--- config.mk ---
export PLATFORM = sky130hd
export DESIGN_NAME = calendar_date_counter_flat
export DESIGN_NICKNAME = d
export VERILOG_FILES = /design/src/design/caldc_pkg.sv /design/src/design/caldc_stream_if.sv /design/src/design/calendar_date_counter.sv /design/src/design/caldc_ctrl.sv /design/src/design/caldc_dp.sv /design/src/flat_wrapper.sv
export SDC_FILE = /design/constraint.sdc
export NUM_CORES = 1
export LEC_CHECK = 0
export ABC_AREA = 0
export BUFFER_PORTS_ARGS = -buffer_cell sky130_fd_sc_hd__buf_2
export CAP_MARGIN = 10
export CELL_PAD_IN_SITES_DETAIL_PLACEMENT = 0
export CELL_PAD_IN_SITES_GLOBAL_PLACEMENT = 1
export CORE_ASPECT_RATIO = 1.75
export CORE_MARGIN = 2
export CORE_UTILIZATION = 43
export CTS_CLUSTER_SIZE = 20
export DETAILED_ROUTE_END_ITERATION = 6
export GPL_ROUTABILITY_DRIVEN = 1
export PLACE_DENSITY = 0.83
export SLEW_MARGIN = 20
export SYNTH_ARGS = -nofsm -noshare
export SYNTH_HDL_FRONTEND = slang
export SYNTH_HIERARCHICAL = 1
export SYNTH_SLANG_ARGS = --single-unit
--- constraint.sdc ---
create_clock -name clock -period 5.3 [get_ports clock]
set_clock_uncertainty 0.1 [all_clocks]
set_input_delay 0.53 -clock clock [delete_from_list [all_inputs] [get_ports clock]]
set_output_delay 0.53 -clock clock [all_outputs]
set_load 0.005 [all_outputs]
--- src/design/caldc_pkg.sv ---
// Package for the calendar date counter: item types, controller/datapath
// command and status structs, calendar constants and month-length helpers.
// No dependencies.
package caldc_pkg;

   localparam int unsigned DAY_BITS   = 5;
   localparam int unsigned MONTH_BITS = 4;
   localparam int unsigned SYEAR_BITS = 12;
   localparam int unsigned OYEAR_BITS = 16;
   localparam int unsigned CNT_BITS   = 16;
   localparam int unsigned R400_BITS  = 9;

   localparam logic [SYEAR_BITS-1:0] YEAR_MIN     = 12'd1000;
   localparam logic [SYEAR_BITS-1:0] YEAR_MAX     = 12'd3007;
   localparam logic [SYEAR_BITS-1:0] YEAR_DEFAULT = 12'd1994;
   localparam logic [DAY_BITS-1:0]   LEAP_FEB_DAYS = 5'd29;
   localparam logic [MONTH_BITS-1:0] MONTH_FEB    = 4'd2;
   localparam logic [MONTH_BITS-1:0] MONTH_DEC    = 4'd12;
   localparam logic [DAY_BITS-1:0]   DAY_LAST_DEC = 5'd31;
   localparam logic [R400_BITS-1:0]  R400_LAST    = 9'd399;

   localparam logic [DAY_BITS-1:0] MONTH_LEN [16] = '{
      5'd0, 5'd31, 5'd28, 5'd31, 5'd30, 5'd31, 5'd30, 5'd31,
      5'd31, 5'd30, 5'd31, 5'd30, 5'd31, 5'd0, 5'd0, 5'd0
   };

   typedef struct packed {
      logic                  op;
      logic [5:0]            set_day;
      logic [MONTH_BITS-1:0] set_month;
      logic [SYEAR_BITS-1:0] set_year;
      logic [CNT_BITS-1:0]   advance_days;
   } req_type;

   typedef struct packed {
      logic [DAY_BITS-1:0]   cur_day;
      logic [MONTH_BITS-1:0] cur_month;
      logic [OYEAR_BITS-1:0] cur_year;
      logic                  month_end;
   } rsp_type;

   typedef struct packed {
      logic load_set;
      logic load_count;
      logic step;
      logic publish;
   } cmd_type;

   typedef struct packed {
      logic cnt_zero;
      logic out_free;
   } status_type;

   // Leap test from year mod 400: divisible by 4 and not a century, or a multiple of 400.
   function automatic logic is_leap(input logic [R400_BITS-1:0] r400);
      return (r400[1:0] == 2'd0) &&
             !(r400 == 9'd100 || r400 == 9'd200 || r400 == 9'd300);
   endfunction

   function automatic logic [DAY_BITS-1:0] month_len(input logic [MONTH_BITS-1:0] m,
                                                     input logic leap);
      if (m == MONTH_FEB && leap)
         return LEAP_FEB_DAYS;
      return MONTH_LEN[m];
   endfunction

   // Year mod 400 for a validated year below 3200.
   function automatic logic [R400_BITS-1:0] year_mod400(input logic [SYEAR_BITS-1:0] y);
      logic [SYEAR_BITS-1:0] base;
      if (y >= 12'd2800)
         base = 12'd2800;
      else if (y >= 12'd2400)
         base = 12'd2400;
      else if (y >= 12'd2000)
         base = 12'd2000;
      else if (y >= 12'd1600)
         base = 12'd1600;
      else if (y >= 12'd1200)
         base = 12'd1200;
      else if (y >= 12'd800)
         base = 12'd800;
      else if (y >= 12'd400)
         base = 12'd400;
      else
         base = 12'd0;
      return R400_BITS'(y - base);
   endfunction

endpackage

--- src/design/caldc_stream_if.sv ---
// Valid/ready item channel carrying one payload struct.
// Payload type is supplied by the instantiating level (see caldc_pkg).
interface caldc_stream_if #(parameter type payload_type = logic [0:0]);
   logic        valid;
   logic        ready;
   payload_type payload;

   modport source (output valid, output payload, input ready);
   modport sink (input valid, input payload, output ready);
endinterface

--- src/design/calendar_date_counter.sv ---
// Gregorian day counter. An item either loads a date (each field validated)
// or advances the date by advance_days; every item returns one result.
// A set item loads the date on acceptance; an advance counts down n days while
// the date stepper moves one day per cycle. The result is registered once the
// count is zero and the result register is free. One item is in work at a time;
// the next is accepted as the result shows, even while it awaits rsp_chan.ready.
// Years wrap at YEAR_BITS; cur_year shows the low 16 bits. Depends on
// caldc_pkg, caldc_stream_if, caldc_ctrl and caldc_dp.
module calendar_date_counter #(
   parameter int unsigned YEAR_BITS = 16
) (
   input logic             clock,
   input logic             reset,
   caldc_stream_if.sink    req_chan,
   caldc_stream_if.source  rsp_chan
);
   import caldc_pkg::*;

   cmd_type    cmd;
   status_type status;
   req_type    req_data;
   rsp_type    rsp_data;
   logic       req_ready;
   logic       rsp_valid;

   assign req_data         = req_chan.payload;
   assign req_chan.ready   = req_ready;
   assign rsp_chan.valid   = rsp_valid;
   assign rsp_chan.payload = rsp_data;

   caldc_ctrl u_ctrl (
      .clock     (clock),
      .reset     (reset),
      .req_valid (req_chan.valid),
      .req_op    (req_data.op),
      .req_ready (req_ready),
      .status    (status),
      .cmd       (cmd)
   );

   caldc_dp #(
      .YEAR_BITS (YEAR_BITS)
   ) u_dp (
      .clock     (clock),
      .reset     (reset),
      .cmd       (cmd),
      .status    (status),
      .req_data  (req_data),
      .rsp_ready (rsp_chan.ready),
      .rsp_valid (rsp_valid),
      .rsp_data  (rsp_data)
   );
endmodule

--- src/design/caldc_ctrl.sv ---
// Controller for the calendar date counter: idle/run sequencing.
// Depends on caldc_pkg; drives datapath commands from its status.
module caldc_ctrl (
   input  logic                    clock,
   input  logic                    reset,
   input  logic                    req_valid,
   input  logic                    req_op,
   output logic                    req_ready,
   input  caldc_pkg::status_type   status,
   output caldc_pkg::cmd_type      cmd
);
   import caldc_pkg::*;

   typedef enum logic [1:0] {
      ST_IDLE = 2'b01,
      ST_RUN  = 2'b10
   } state_type;

   state_type state_ff, state_in;
   logic      accept;

   assign req_ready = (state_ff == ST_IDLE);
   assign accept    = req_valid && req_ready;

   always_comb begin
      cmd.load_set   = accept && !req_op;
      cmd.load_count = accept && req_op;
      cmd.step       = (state_ff == ST_RUN) && !status.cnt_zero;
      cmd.publish    = (state_ff == ST_RUN) && status.cnt_zero && status.out_free;
   end

   always_comb begin
      state_in = state_ff;
      case (state_ff)
         ST_IDLE: begin
            if (accept)
               state_in = ST_RUN;
         end
         ST_RUN: begin
            if (status.cnt_zero && status.out_free)
               state_in = ST_IDLE;
         end
         default: state_in = ST_IDLE;
      endcase
   end

   always_ff @(posedge clock) begin
      if (reset)
         state_ff <= ST_IDLE;
      else
         state_ff <= state_in;
   end

   a_one_cmd: assert property (@(posedge clock) disable iff (reset)
      $onehot0({cmd.load_set, cmd.load_count, cmd.step, cmd.publish}))
      else $error("more than one datapath command");
   a_publish_idle: assert property (@(posedge clock) disable iff (reset)
      cmd.publish |=> req_ready)
      else $error("not idle after result");
   a_accept_run: assert property (@(posedge clock) disable iff (reset)
      accept |=> !req_ready)
      else $error("accepted item did not start work");
endmodule

--- src/design/caldc_dp.sv ---
// Datapath for the calendar date counter: date registers, day stepper,
// set validation, day countdown and result register. Depends on caldc_pkg.
module caldc_dp #(
   parameter int unsigned YEAR_BITS = 16
) (
   input  logic                    clock,
   input  logic                    reset,
   input  caldc_pkg::cmd_type      cmd,
   output caldc_pkg::status_type   status,
   input  caldc_pkg::req_type      req_data,
   input  logic                    rsp_ready,
   output logic                    rsp_valid,
   output caldc_pkg::rsp_type      rsp_data
);
   import caldc_pkg::*;

   localparam logic [YEAR_BITS-1:0] YEAR_TOP = '1;

   logic [DAY_BITS-1:0]   day_ff, day_in;
   logic [MONTH_BITS-1:0] month_ff, month_in;
   logic [YEAR_BITS-1:0]  year_ff, year_in;
   logic [R400_BITS-1:0]  r400_ff, r400_in;
   logic [CNT_BITS-1:0]   cnt_ff, cnt_in;
   logic                  rsp_valid_ff;
   rsp_type               rsp_data_ff;

   logic [MONTH_BITS-1:0] set_m;
   logic [SYEAR_BITS-1:0] set_y;
   logic [R400_BITS-1:0]  set_r400;
   logic [DAY_BITS-1:0]   set_len;
   logic [DAY_BITS-1:0]   set_d;
   logic [DAY_BITS-1:0]   cur_len;
   logic                  cur_month_end;
   logic [YEAR_BITS+OYEAR_BITS-1:0] year_ext;

   // set validation
   always_comb begin
      set_m    = (req_data.set_month >= 4'd1 && req_data.set_month <= MONTH_DEC) ?
                 req_data.set_month : 4'd1;
      set_y    = (req_data.set_year >= YEAR_MIN && req_data.set_year <= YEAR_MAX) ?
                 req_data.set_year : YEAR_DEFAULT;
      set_r400 = year_mod400(set_y);
      set_len  = month_len(set_m, is_leap(set_r400));
      set_d    = (req_data.set_day != 6'd0 && req_data.set_day <= 6'(set_len)) ?
                 req_data.set_day[DAY_BITS-1:0] : 5'd1;
   end

   assign cur_len       = month_len(month_ff, is_leap(r400_ff));
   assign cur_month_end = (day_ff == cur_len);

   always_comb begin
      day_in   = day_ff;
      month_in = month_ff;
      year_in  = year_ff;
      r400_in  = r400_ff;
      cnt_in   = cnt_ff;
      if (cmd.load_set) begin
         day_in   = set_d;
         month_in = set_m;
         year_in  = YEAR_BITS'(set_y);
         r400_in  = set_r400;
         cnt_in   = '0;
      end else if (cmd.load_count) begin
         cnt_in = req_data.advance_days;
      end else if (cmd.step) begin
         cnt_in = cnt_ff - 1'b1;
         if (month_ff == MONTH_DEC && day_ff == DAY_LAST_DEC) begin
            year_in  = year_ff + 1'b1;
            day_in   = 5'd1;
            month_in = 4'd1;
            // year 0 after wrap is a multiple of 400
            if (year_ff == YEAR_TOP || r400_ff == R400_LAST)
               r400_in = '0;
            else
               r400_in = r400_ff + 1'b1;
         end else if (cur_month_end) begin
            month_in = month_ff + 1'b1;
            day_in   = 5'd1;
         end else begin
            day_in = day_ff + 1'b1;
         end
      end
   end

   always_ff @(posedge clock) begin
      if (reset) begin
         day_ff   <= 5'd1;
         month_ff <= 4'd1;
         year_ff  <= YEAR_BITS'(YEAR_DEFAULT);
         r400_ff  <= year_mod400(YEAR_DEFAULT);
      end else begin
         day_ff   <= day_in;
         month_ff <= month_in;
         year_ff  <= year_in;
         r400_ff  <= r400_in;
      end
   end

   always_ff @(posedge clock) begin
      cnt_ff <= cnt_in;
   end

   assign year_ext = {{OYEAR_BITS{1'b0}}, year_ff};

   always_ff @(posedge clock) begin
      if (reset)
         rsp_valid_ff <= 1'b0;
      else if (cmd.publish)
         rsp_valid_ff <= 1'b1;
      else if (rsp_ready)
         rsp_valid_ff <= 1'b0;
   end

   always_ff @(posedge clock) begin
      if (cmd.publish) begin
         rsp_data_ff.cur_day   <= day_ff;
         rsp_data_ff.cur_month <= month_ff;
         rsp_data_ff.cur_year  <= year_ext[OYEAR_BITS-1:0];
         rsp_data_ff.month_end <= cur_month_end;
      end
   end

   assign rsp_valid       = rsp_valid_ff;
   assign rsp_data        = rsp_data_ff;
   assign status.cnt_zero = (cnt_ff == '0);
   assign status.out_free = !rsp_valid_ff || rsp_ready;

   a_month_range: assert property (@(posedge clock) disable iff (reset)
      month_ff >= 4'd1 && month_ff <= MONTH_DEC)
      else $error("month register out of range");
   a_day_range: assert property (@(posedge clock) disable iff (reset)
      day_ff >= 5'd1 && day_ff <= cur_len)
      else $error("day register beyond month length");
   a_publish_data: assert property (@(posedge clock) disable iff (reset)
      cmd.publish |=> rsp_valid_ff && rsp_data_ff.cur_day == $past(day_ff)
                      && rsp_data_ff.month_end == $past(cur_month_end))
      else $error("result register not loaded from date");
endmodule

--- src/flat_wrapper.sv ---
// flat-port wrapper written by rule: the top's interface ports become plain ports
module calendar_date_counter_flat import caldc_pkg::*;
#(
   parameter int unsigned YEAR_BITS = 16
)
  (clock, reset, req_chan_valid, req_chan_payload, req_chan_ready, rsp_chan_valid, rsp_chan_payload, rsp_chan_ready);
  caldc_stream_if #(.payload_type(req_type)) req_chan_i ();
  caldc_stream_if #(.payload_type(rsp_type)) rsp_chan_i ();
  input logic clock;
  input logic reset;
  input wire logic [$bits(req_chan_i.valid)-1:0] req_chan_valid;
  input wire logic [$bits(req_chan_i.payload)-1:0] req_chan_payload;
  output wire logic [$bits(req_chan_i.ready)-1:0] req_chan_ready;
  output wire logic [$bits(rsp_chan_i.valid)-1:0] rsp_chan_valid;
  output wire logic [$bits(rsp_chan_i.payload)-1:0] rsp_chan_payload;
  input wire logic [$bits(rsp_chan_i.ready)-1:0] rsp_chan_ready;
  assign req_chan_i.valid = req_chan_valid;
  assign req_chan_i.payload = req_chan_payload;
  assign req_chan_ready = req_chan_i.ready;
  assign rsp_chan_valid = rsp_chan_i.valid;
  assign rsp_chan_payload = rsp_chan_i.payload;
  assign rsp_chan_i.ready = rsp_chan_ready;
  calendar_date_counter #(.YEAR_BITS(YEAR_BITS)) u_core (.clock(clock), .reset(reset), .req_chan(req_chan_i), .rsp_chan(rsp_chan_i));
endmodule
# Word-level counts from Yosys, hierarchy flattened
# Memory sizes are Yosys's and may differ from the RTL's.
# Index checks and enable logic that the tools add are counted.
dict set report classes {
  addsub 6
  n_mul 0
  n_div 0
  order_cmp 14
  n_eq_ne 18
  shifts 0
  mux 46
  bitwise_logic 3
  n_reduce_logical 41
}
# op n
set op_table {}
lappend op_table {{$mux W9} 12}
lappend op_table {{$mux W5} 14}
lappend op_table {{$mux W12} 5}
lappend op_table {{$ge A12 B11 Y1 const B} 3}
lappend op_table {{$mux W16} 2}
lappend op_table {{$eq A9 B9 Y1 const B} 3}
lappend op_table {{$ge A12 B10 Y1 const B} 2}
lappend op_table {{$ge A12 B12 Y1 const B} 2}
lappend op_table {{$mux W4} 6}
lappend op_table {{$eq A9 B7 Y1 const B} 2}
lappend op_table {{$eq A9 B8 Y1 const B} 2}
lappend op_table {{$add A16 B1 Y16 const B} 1}
lappend op_table {{$eq A16 B16 Y1 const B} 1}
lappend op_table {{$logic_not A16 Y1} 1}
lappend op_table {{$sub A16 B1 Y16 const B} 1}
lappend op_table {{$logic_and A1 B1 Y1} 15}
lappend op_table {{$ge A12 B9 Y1 const B} 1}
lappend op_table {{$le A12 B12 Y1 const B} 1}
lappend op_table {{$ge A5 B5 Y1 const B} 2}
lappend op_table {{$not A4 Y5} 2}
lappend op_table {{$add A9 B1 Y9 const B} 1}
lappend op_table {{$reduce_and A3 Y1} 3}
lappend op_table {{$sub A9 B9 Y9} 1}
lappend op_table {{$eq A4 B2 Y1 const B} 2}
lappend op_table {{23 further kinds} 43}
dict set report word_totals {
  reg_bits 79
  latchBits 0
  mem_bits_rw 0
  romBits 160
  output_inout_bits 28
  n_memories 2
}
# name words word_bits read_ports rd_ports_with_merged_regs wr line
set memory_table {}
lappend memory_table {{(name not given)} 16 5 1 0 0 caldc_pkg.sv:64} ;# return MONTH_LEN[m];
lappend memory_table {{(name not given)} 16 5 1 0 0 caldc_pkg.sv:64}

# Depth between registers and ports, before layout
# Gate-level depths: netlist (run 1).
dict set report logic_depth {
  ltp_word 24
  mapped_depth 26
}

# Cells and area by module
# Netlist (run 1), hierarchy kept.
# module instances cells_per_inst area_per_inst_um2 seq_area_each_um2
set by_module_without_submodules {}
lappend by_module_without_submodules {caldc_dp 1 521 4571.9 1801.7}
lappend by_module_without_submodules {caldc_ctrl 1 13 106.4 40.0}

# Worst setup path before layout (run 1)
# OpenSTA, ideal clock, no wires.
dict set report synth_path {
  path_type {input -> register}
  from {in req_chan_payload[21]}
  to {reg u_core.u_dp.day_ff[1]}
  setup_ps 86
  t_arrival_ps 4300
  required_time_ps 5114
  path_slack_ps 814
  path_stages 24
  path_cell_list {clkbuf_1 > nand2b_1 > o31a_1 > nor2_1 > o21ai_0 > nor2_1 > o21ai_0 > and2_1 > ha_1 > inv_1 > nor2_1 > nor2_1 > o31a_4 > xnor3_1 > a41o_1 > a21oi_1 > ha_1 > nor2b_1 > o21a_1 > o21a_1 > o21a_1 > o22ai_1 > a32oi_1 > a211oi_1}
}
dict set report synth_via {
  elab_chain_len 24
}
# element line
set synth_rtl {}
lappend synth_rtl {{start: declaration} flat_wrapper.sv:12} ;# input wire logic [$bits(req_chan_i.payload)-1:0] req_chan_payload;
lappend synth_rtl {{$ge A12 B10 Y1 or $le A12 B12 Y1 (tied branches)} caldc_dp.sv:40} ;# set_y = (req_data.set_year >= YEAR_MIN && req_data.set_year <= YEAR_MAX) ?
lappend synth_rtl {{$logic_and A1 B1 Y1} caldc_dp.sv:40}
lappend synth_rtl {{$mux W12 *} caldc_dp.sv:40}
lappend synth_rtl {{$ge A12 B9 Y1} caldc_pkg.sv:82} ;# else if (y >= 12'd400)
lappend synth_rtl {{$mux W9} caldc_pkg.sv:82}
lappend synth_rtl {{$mux W9} caldc_pkg.sv:80} ;# else if (y >= 12'd800)
lappend synth_rtl {{$mux W9} caldc_pkg.sv:78} ;# else if (y >= 12'd1200)
lappend synth_rtl {{$mux W9} caldc_pkg.sv:76} ;# else if (y >= 12'd1600)
lappend synth_rtl {{[... 8 more ...]} -}
lappend synth_rtl {{$logic_and A1 B1 Y1 *} caldc_pkg.sv:56} ;# return (r400[1:0] == 2'd0) &&
lappend synth_rtl {{$logic_and A1 B1 Y1 *} caldc_pkg.sv:62} ;# if (m == MONTH_FEB && leap)
lappend synth_rtl {{$mux W1 *} caldc_pkg.sv:62}
lappend synth_rtl {{$mux W5 *} caldc_pkg.sv:64}
lappend synth_rtl {{$le A6 B5 Y1 *} caldc_dp.sv:44} ;# set_d = (req_data.set_day != 6'd0 && req_data.set_day <= 6'(set_len)) ?
lappend synth_rtl {{$logic_and A1 B1 Y1 *} caldc_dp.sv:44}
lappend synth_rtl {{$mux W5 *} caldc_dp.sv:44}
lappend synth_rtl {{$mux W5 *} caldc_dp.sv:57} ;# if (cmd.load_set) begin
lappend synth_rtl {{end signal: assignment} caldc_dp.sv:92} ;# day_ff <= day_in;
lappend synth_rtl {{end: declaration} caldc_dp.sv:19} ;# logic [DAY_BITS-1:0] day_ff, day_in;
# Every way passes the cells marked *; elsewhere a longest branch is shown, timed or not.
# A chain may end at the register's enable or synchronous reset.

# Final worst setup path (run 1)
dict set report layout_path {
  from {in req_chan_payload[27]}
  to {reg u_core.u_dp.day_ff[1]}
}
# The elaborated chain is that of the path after synthesis.

==> flow_summary.json, run 1 <==
{
  "nFillCells": 1027,
  "ys_ff_latch": 79,
  "remaining_drc_errors": 0,
  "yosysSeqAreaShare_pct": 39.37,
  "yosysTopAreaCell": "dfxtp_1",
  "finalPower_mw": 1.590,
  "synth_warnings": 6,
  "met1Wirelength_um": 4714,
  "avgSynthCellArea_um2": 8.761,
  "synth_top_area_share_pct": 22.68,
  "maxCapViolations": 0,
  "h-tree-depth": 3,
  "powerDensity_mw_per_mm2": 291.1,
  "synth_async_sr_flop_share_pct": 0,
  "power_leakage_nw": 2.185,
  "clock_path_buffers": 2,
  "yosys-top-cells-area": "dfxtp_1, edfxtp_1, nor2_1",
  "num_vias": 4205,
  "clkTransAtPathRegs_ps": 60,
  "timing.final.crit_share_pct": 90.09,
  "place.gp.congestion": 0.8701,
  "max_freq_mhz": 209.4,
  "critPathRequiredTime_ps": 5450,
  "finalSetupTns_ps": 0,
  "cp_max_fo": 7,
  "hold_viol_final": 0,
  "setup_viol": 0,
  "drt_iter0_drc": 158,
  "die_w_um": 82.85,
  "arrival_ps": 4920,
  "die_area_mm2": 0.01176,
  "outcome": "finished, final reports clean",
  "hold_buffers": 0,
  "clkLatencyLatePin_ps": 330,
  "post_cts_resized": 0,
  "final_net_count": 663,
  "worst_slew_margin_rel_pct": 49.84,
  "final_max_slew_viol_count": 0,
  "met3_length_um": 514,
  "min_period_ps": 4775,
  "ctsRootBufferMaster": "clkbuf_16",
  "whs_ps": 329.1,
  "worst_pin_slew_ps": 744.6,
  "fin_ws_ps": 525.2,
  "dieHeight_um": 142.0,
  "fp-row-count": 50,
  "antenna_cells": 0,
  "antenna_found_initial": 0,
  "core_mm2": 0.01064,
  "grt_pass1_vias": 3969,
  "numClockSinks": 79,
  "synthToLayoutAreaGrowth_pct": 16.72,
  "yosysUniqueCellTypes": 77,
  "startpoint_type": "input port",
  "crit_type": "in2reg",
  "wirelength_um": 11960,
  "avgRoutedWirePerCell_um": 16.25,
  "grtUsageTotal_pct": 20.09,
  "pin_count": 71,
  "cts_made_buffers": 9,
  "vdd_drop_max_mv": 0.2278,
  "dr.pass1.iters": 4,
  "synth_ff_type": "dfxtp_1",
  "post_drt_via_cell_ratio": 5.713,
  "final_common_cell": "nor2_1",
  "synth_edf_count": 26,
  "grt_pass1_wl_um": 19000,
  "cp-end-kind": "register",
  "ant_nets": 0,
  "rsz0062_at_grt": "no",
  "drive_above_1_share_pct": 18.48,
  "pre_cts_slack_ps": 167.7,
  "post_cts_buffers": 0,
  "mostFrequentLayoutCells": "nor2_1, buf_2, dfxtp_1, nand2_1, a21oi_1",
  "syn_area_mm2": 0.004678,
  "cts_tree": "yes",
  "grt-ovfl-total": 0,
  "initial_core_util_pct": 43.99,
  "top_layer_used": "met4",
  "syn_inst": 534,
  "hold_path.class": "reg2reg",
  "grt_start_max_net_pins": 44,
  "route.met2.wl_um": 6274,
  "dp_hpwl_um": 9002,
  "io_buffers": 70
}
-- registers in the layout, indices dropped and copies added, names as in the netlist --
| signal | cells |
|---|---|
| u_core/u_dp/rsp_data | 26 |
| u_core/u_dp/cnt_ff | 16 |
| u_core/u_dp/year_ff | 16 |
| u_core/u_dp/r400_ff | 9 |
| u_core/u_dp/day_ff | 5 |
| u_core/u_dp/month_ff | 4 |
| u_core/u_ctrl/state_ff | 2 |
| u_core/u_dp/rsp_valid | 1 |
-- critical path, cell delays in order --
cell       delay [ps]
buf_2             140
nand2b_1          230
a2111oi_0         570
buf_4             210
nor2_1             40
o21ai_0           210
nand2_1            90
ha_1              200
inv_1             100
ha_1              170
a21oi_1            70
nor2_1            100
nor2_1             60
o31a_4            110
xnor3_1           370
a41o_1            200
a21oi_1           150
ha_1              170
nor2b_1            40
o21a_1            160
o21a_1            170
o21a_1            160
o22ai_1           290
a32oi_1           160
a211oi_1          230
-- path summary, 6_finish.rpt --
path | depth (start not counted) | startpoint | end | slack [ps]
worst min register to register | 0 | u_core/u_dp/year_ff[9]$_SDFFE_PP1P_ | u_core/u_dp/rsp_data[10]$_DFFE_PP_ | 330
worst max-delay path | 25 | req_chan_payload[27] | u_core/u_dp/day_ff[1]$_SDFFE_PP0P_ | 530
worst min-delay path | 0 | u_core/u_dp/year_ff[9]$_SDFFE_PP1P_ | u_core/u_dp/rsp_data[10]$_DFFE_PP_ | 330
worst max register to register | 13 | u_core/u_dp/cnt_ff[6]$_SDFFE_PP0P_ | u_core/u_dp/year_ff[14]$_SDFFE_PP0P_ | 1770
-- power breakdown --
| part | internal, mW | switching (mW) | total (mW) |
|---|---|---|---|
| sequential | 0.659 | 0.0399 | 0.699 |
| combinational | 0.118 | 0.159 | 0.277 |
| clock | 0.377 | 0.236 | 0.613 |
-- cell usage after synthesis, types with 3 or more instances --
cell / instances
ha_1: 19
a31oi_1: 5
edfxtp_1: 26
a211oi_1: 9
o31ai_1: 3
o21a_1: 4
nor4bb_1: 3
nand2b_1: 10
xor2_1: 13
nor3_1: 21
a21oi_1: 36
and3b_1: 4
inv_1: 15
nor2b_1: 6
nand3b_1: 4
nand4_1: 6
a211o_1: 3
and3_1: 12
a32oi_1: 3
nand3_1: 20
mux2i_1: 3
clkbuf_1: 15
xnor2_1: 17
dfxtp_1: 53
nor3b_1: 4
and2_1: 4
o211ai_1: 3
nor4_1: 6
buf_2: 3
nor2_1: 78
nand2_1: 39
o21ai_0: 29
-- layout make-up --
class                      count  area (um^2)  share of cell area (%)
clock buffer                  11        242.7                   4.445
clock inverter                 5        58.81                   1.077
inverter                      16        60.06                   1.100
multi-input combinational    421         2710                   49.63
sequential                    79         1842                   33.73
tap                          130        162.7                   2.979
timing repair buffer          74        384.1                   7.035
-- logic make-up (layout without fill, tap and decap cells) --
| logic type | after synthesis | after routing | synth area share, % |
|---|---|---|---|
| XOR/XNOR | 31 | 31 | 6.098 |
| other | 1 | 3 | 0.08016 |
| buffers and inverters | 36 | 106 | 2.968 |
| multiplexers | 5 | 5 | 1.123 |
| flip-flops | 79 | 79 | 39.37 |
| AO/OA/AOI/OAI | 129 | 129 | 19.58 |
| adder cells (fa/ha/maj) | 19 | 19 | 5.082 |
| AND/OR/NAND/NOR | 234 | 234 | 25.70 |
-- metal layers --
metal | up-vias | global-route usage [%]
li1 | 2091 | -
met5 | - | 0
met3 | 31 | 3.654
met2 | 116 | 36.29
met4 | 0 | 11.39
met1 | 1967 | 21.90
-- per-stage QoR --
stage | instances | area (um^2) | util, %
2_1_floorplan | 536 | 4686 | -
3_3_place_gp | 719 | 5147 | 48.40
3_5_place_dp | 719 | 5147 | 48.40
4_1_cts | 735 | 5449 | 51.24
5_1_grt | 736 | 5460 | 51.34
6_report | 736 | 5460 | 51.34
Note: power is estimated with default switching activity, not from simulation.
==> run 2, diff against run 1 <==
--- a/config.mk
+++ b/config.mk
@@ -12,11 +12,13 @@
 export CELL_PAD_IN_SITES_GLOBAL_PLACEMENT = 1
 export CORE_ASPECT_RATIO = 1.75
 export CORE_MARGIN = 2
-export CORE_UTILIZATION = 43
+export CORE_UTILIZATION = 45
+export CTS_BUF_LIST = sky130_fd_sc_hd__clkbuf_2
 export CTS_CLUSTER_SIZE = 20
 export DETAILED_ROUTE_END_ITERATION = 6
 export GPL_ROUTABILITY_DRIVEN = 1
-export PLACE_DENSITY = 0.83
+export PLACE_DENSITY = 0.86
+export RECOVER_POWER = 100
 export SLEW_MARGIN = 20
 export SYNTH_ARGS = -nofsm -noshare
 export SYNTH_HDL_FRONTEND = slang
==> run 2 against run 1 <==
Critical path depth is 1 lower. Highest routed layer unchanged. Global-route usage is 0.91 points higher. Die area is 4.3% lower. Routed wire length is 2.7% lower.
==> flow_summary.json, run 2 (synthesized netlist as in run 1, its figures left out) <==
{
  "core_mm2": 0.01018,
  "post_cts_resized": 0,
  "dieHeight_um": 138.9,
  "fin_util_pct": 51.49,
  "avgRoutedWirePerCell_um": 15.91,
  "drt_iter0_drc": 258,
  "outcome": "finished, final reports clean",
  "remaining_drc_errors": 0,
  "busiest_layer": "met2",
  "met2_usage_pct": 36.89,
  "critPathRequiredTime_ps": 5640,
  "startpoint_type": "input port",
  "max_freq_mhz": 211.2,
  "final_max_slew_viol_count": 0,
  "design_area_mm2": 0.005240,
  "setup_viol": 0,
  "wirelength_um": 11650,
  "io_buffers": 70,
  "cp-end-kind": "register",
  "hold_viol_final": 0,
  "p_clk_share_pct": 27.5,
  "die_w_um": 81.08,
  "h-tree-depth": 3,
  "powerDensity_mw_per_mm2": 256.5,
  "dr.pass1.iters": 6,
  "ctsRootBufferMaster": "clkbuf_2",
  "timing.final.crit_share_pct": 89.32,
  "reg2reg_depth": 8,
  "maxCapViolations": 0,
  "grt_pass1_wl_um": 18590,
  "rsz0062_at_grt": "no",
  "power.share.sequential_pct": 52.0,
  "grtUsageTotal_pct": 21.01,
  "drive_above_1_share_pct": 15.56,
  "crit_type": "in2reg",
  "use_met3_pct": 3.711,
  "arrival_ps": 5070,
  "dp_hpwl_um": 8779,
  "antenna_found_initial": 1,
  "vdd_drop_max_mv": 0.1312,
  "initial_core_util_pct": 45.97,
  "largest_reg_flops": 26,
  "synthToLayoutAreaGrowth_pct": 12.01,
  "combPwrFrac_pct": 20.5,
  "cts_made_buffers": 9,
  "whs_ps": 134.7,
  "post_drt_via_cell_ratio": 5.731,
  "clkTransAtPathRegs_ps": 220,
  "cp_max_fo": 8,
  "grt-ovfl-total": 0,
  "p_int_mw": 0.9323,
  "cts_tree": "yes",
  "pin_count": 71,
  "post_cts_buffers": 0,
  "place.gp.congestion": 0.9570,
  "worst_pin_slew_ps": 1033,
  "hold_path.class": "in2reg",
  "switching_share_pct": 30.64,
  "dpl_cell_area_mm2": 0.005136,
  "die_area_mm2": 0.01126,
  "ff2ff_setup_slack_ps": 1720,
  "clkLatencyLatePin_ps": 510,
  "mostFrequentLayoutCells": "nor2_1, buf_2, dfxtp_1, nand2_1, a21oi_1",
  "clock_path_buffers": 2,
  "final_common_cell": "nor2_1",
  "met1_usage_pct": 23.56,
  "worst_slew_margin_rel_pct": 31.16,
  "hold_buffers": 0,
  "min_period_ps": 4734,
  "num_vias": 4195,
  "p_sw_mw": 0.4118,
  "min_delay_path_depth": 3,
  "grt_pass1_vias": 4020,
  "numClockSinks": 79,
  "grt_start_max_net_pins": 44,
  "finalSetupTns_ps": 0,
  "final_net_count": 661,
  "ant_nets": 0,
  "power_leakage_nw": 2.047,
  "fp-row-count": 49
}
## run 2: cell types whose count changed in the layout (fill, tap and decap cells not counted), sizes merged
cell,previous run,this run
bufinv,1,2
buf,74,59
diode,0,1
inv,15,16
clkbuf,11,22
## run 2: worst paths after layout
| path | start | endpoint |
|---|---|---|
| max | req_chan_payload[24] | u_core/u_dp/day_ff[1]$_SDFFE_PP0P_ |
| min | req_chan_payload[4] | u_core/u_dp/cnt_ff[4]$_SDFFE_PP0P_ |
| max reg2reg | u_core/u_dp/cnt_ff[6]$_SDFFE_PP0P_ | u_core/u_dp/rsp_data[10]$_DFFE_PP_ |
| min reg2reg | u_core/u_dp/year_ff[9]$_SDFFE_PP1P_ | u_core/u_dp/rsp_data[10]$_DFFE_PP_ |
## run 2: area by class of cell
class	instances	area, um^2
Antenna cell	1	2.502
Clock buffer	9	45.04
Clock inverter	7	96.34
Fill cell	996	4937
Inverter	16	60.06
Multi-Input combinational cell	421	2689
Sequential cell	79	1842
Tap cell	127	158.9
Timing Repair Buffer	72	346.6
## run 2: power by group through the flow
| stage | clock, mW | combinational (mW) | sequential [mW] |
|---|---|---|---|
| after floorplan | 0 | 0.203 | 0.700 |
| after global placement | 0 | 0.269 | 0.709 |
| after detailed placement | 0 | 0.275 | 0.711 |
| after CTS | 0.383 | 0.276 | 0.698 |
| after global routing | 0.412 | 0.307 | 0.705 |
| final | 0.370 | 0.276 | 0.698 |
## run 2: through the flow
| stage | setup slack [ps] | power (mW) | cells |
|---|---|---|---|
| floorplan | 814.4 | 0.9029 | 536 |
| finish | 565.8 | 1.344 | 732 |
| global route | 267.0 | 1.424 | 732 |
| CTS | 715.8 | 1.357 | 731 |
| detailed placement | 128.2 | 0.9856 | 715 |
| global placement | 220.9 | 0.9781 | 715 |
## run 2: routing by layer
| metal | up-vias | wire [um] |
|---|---|---|
| met1 | 1971 | 4630 |
| li1 | 2080 | - |
| met3 | 24 | 516 |
| met2 | 120 | 6124 |
| met5 | - | 0 |
| met4 | 0 | 374 |
## run 2: worst max-delay path, cell delays in order
cell and delay, ps:
buf_2 180, nand4_4 150, nor3_1 570, a21oi_1 110
o21ai_0 230, nor2_1 60, o21ai_0 220, and2_1 170
ha_1 260, inv_1 120, nor2_1 60, nor2_1 130
o31a_4 160, xnor3_1 350, a41o_1 200, a21oi_1 150
ha_1 160, nor2b_1 40, o21a_1 160, o21a_1 160
o21a_1 160, o22ai_1 310, a32oi_1 160, a211oi_1 270
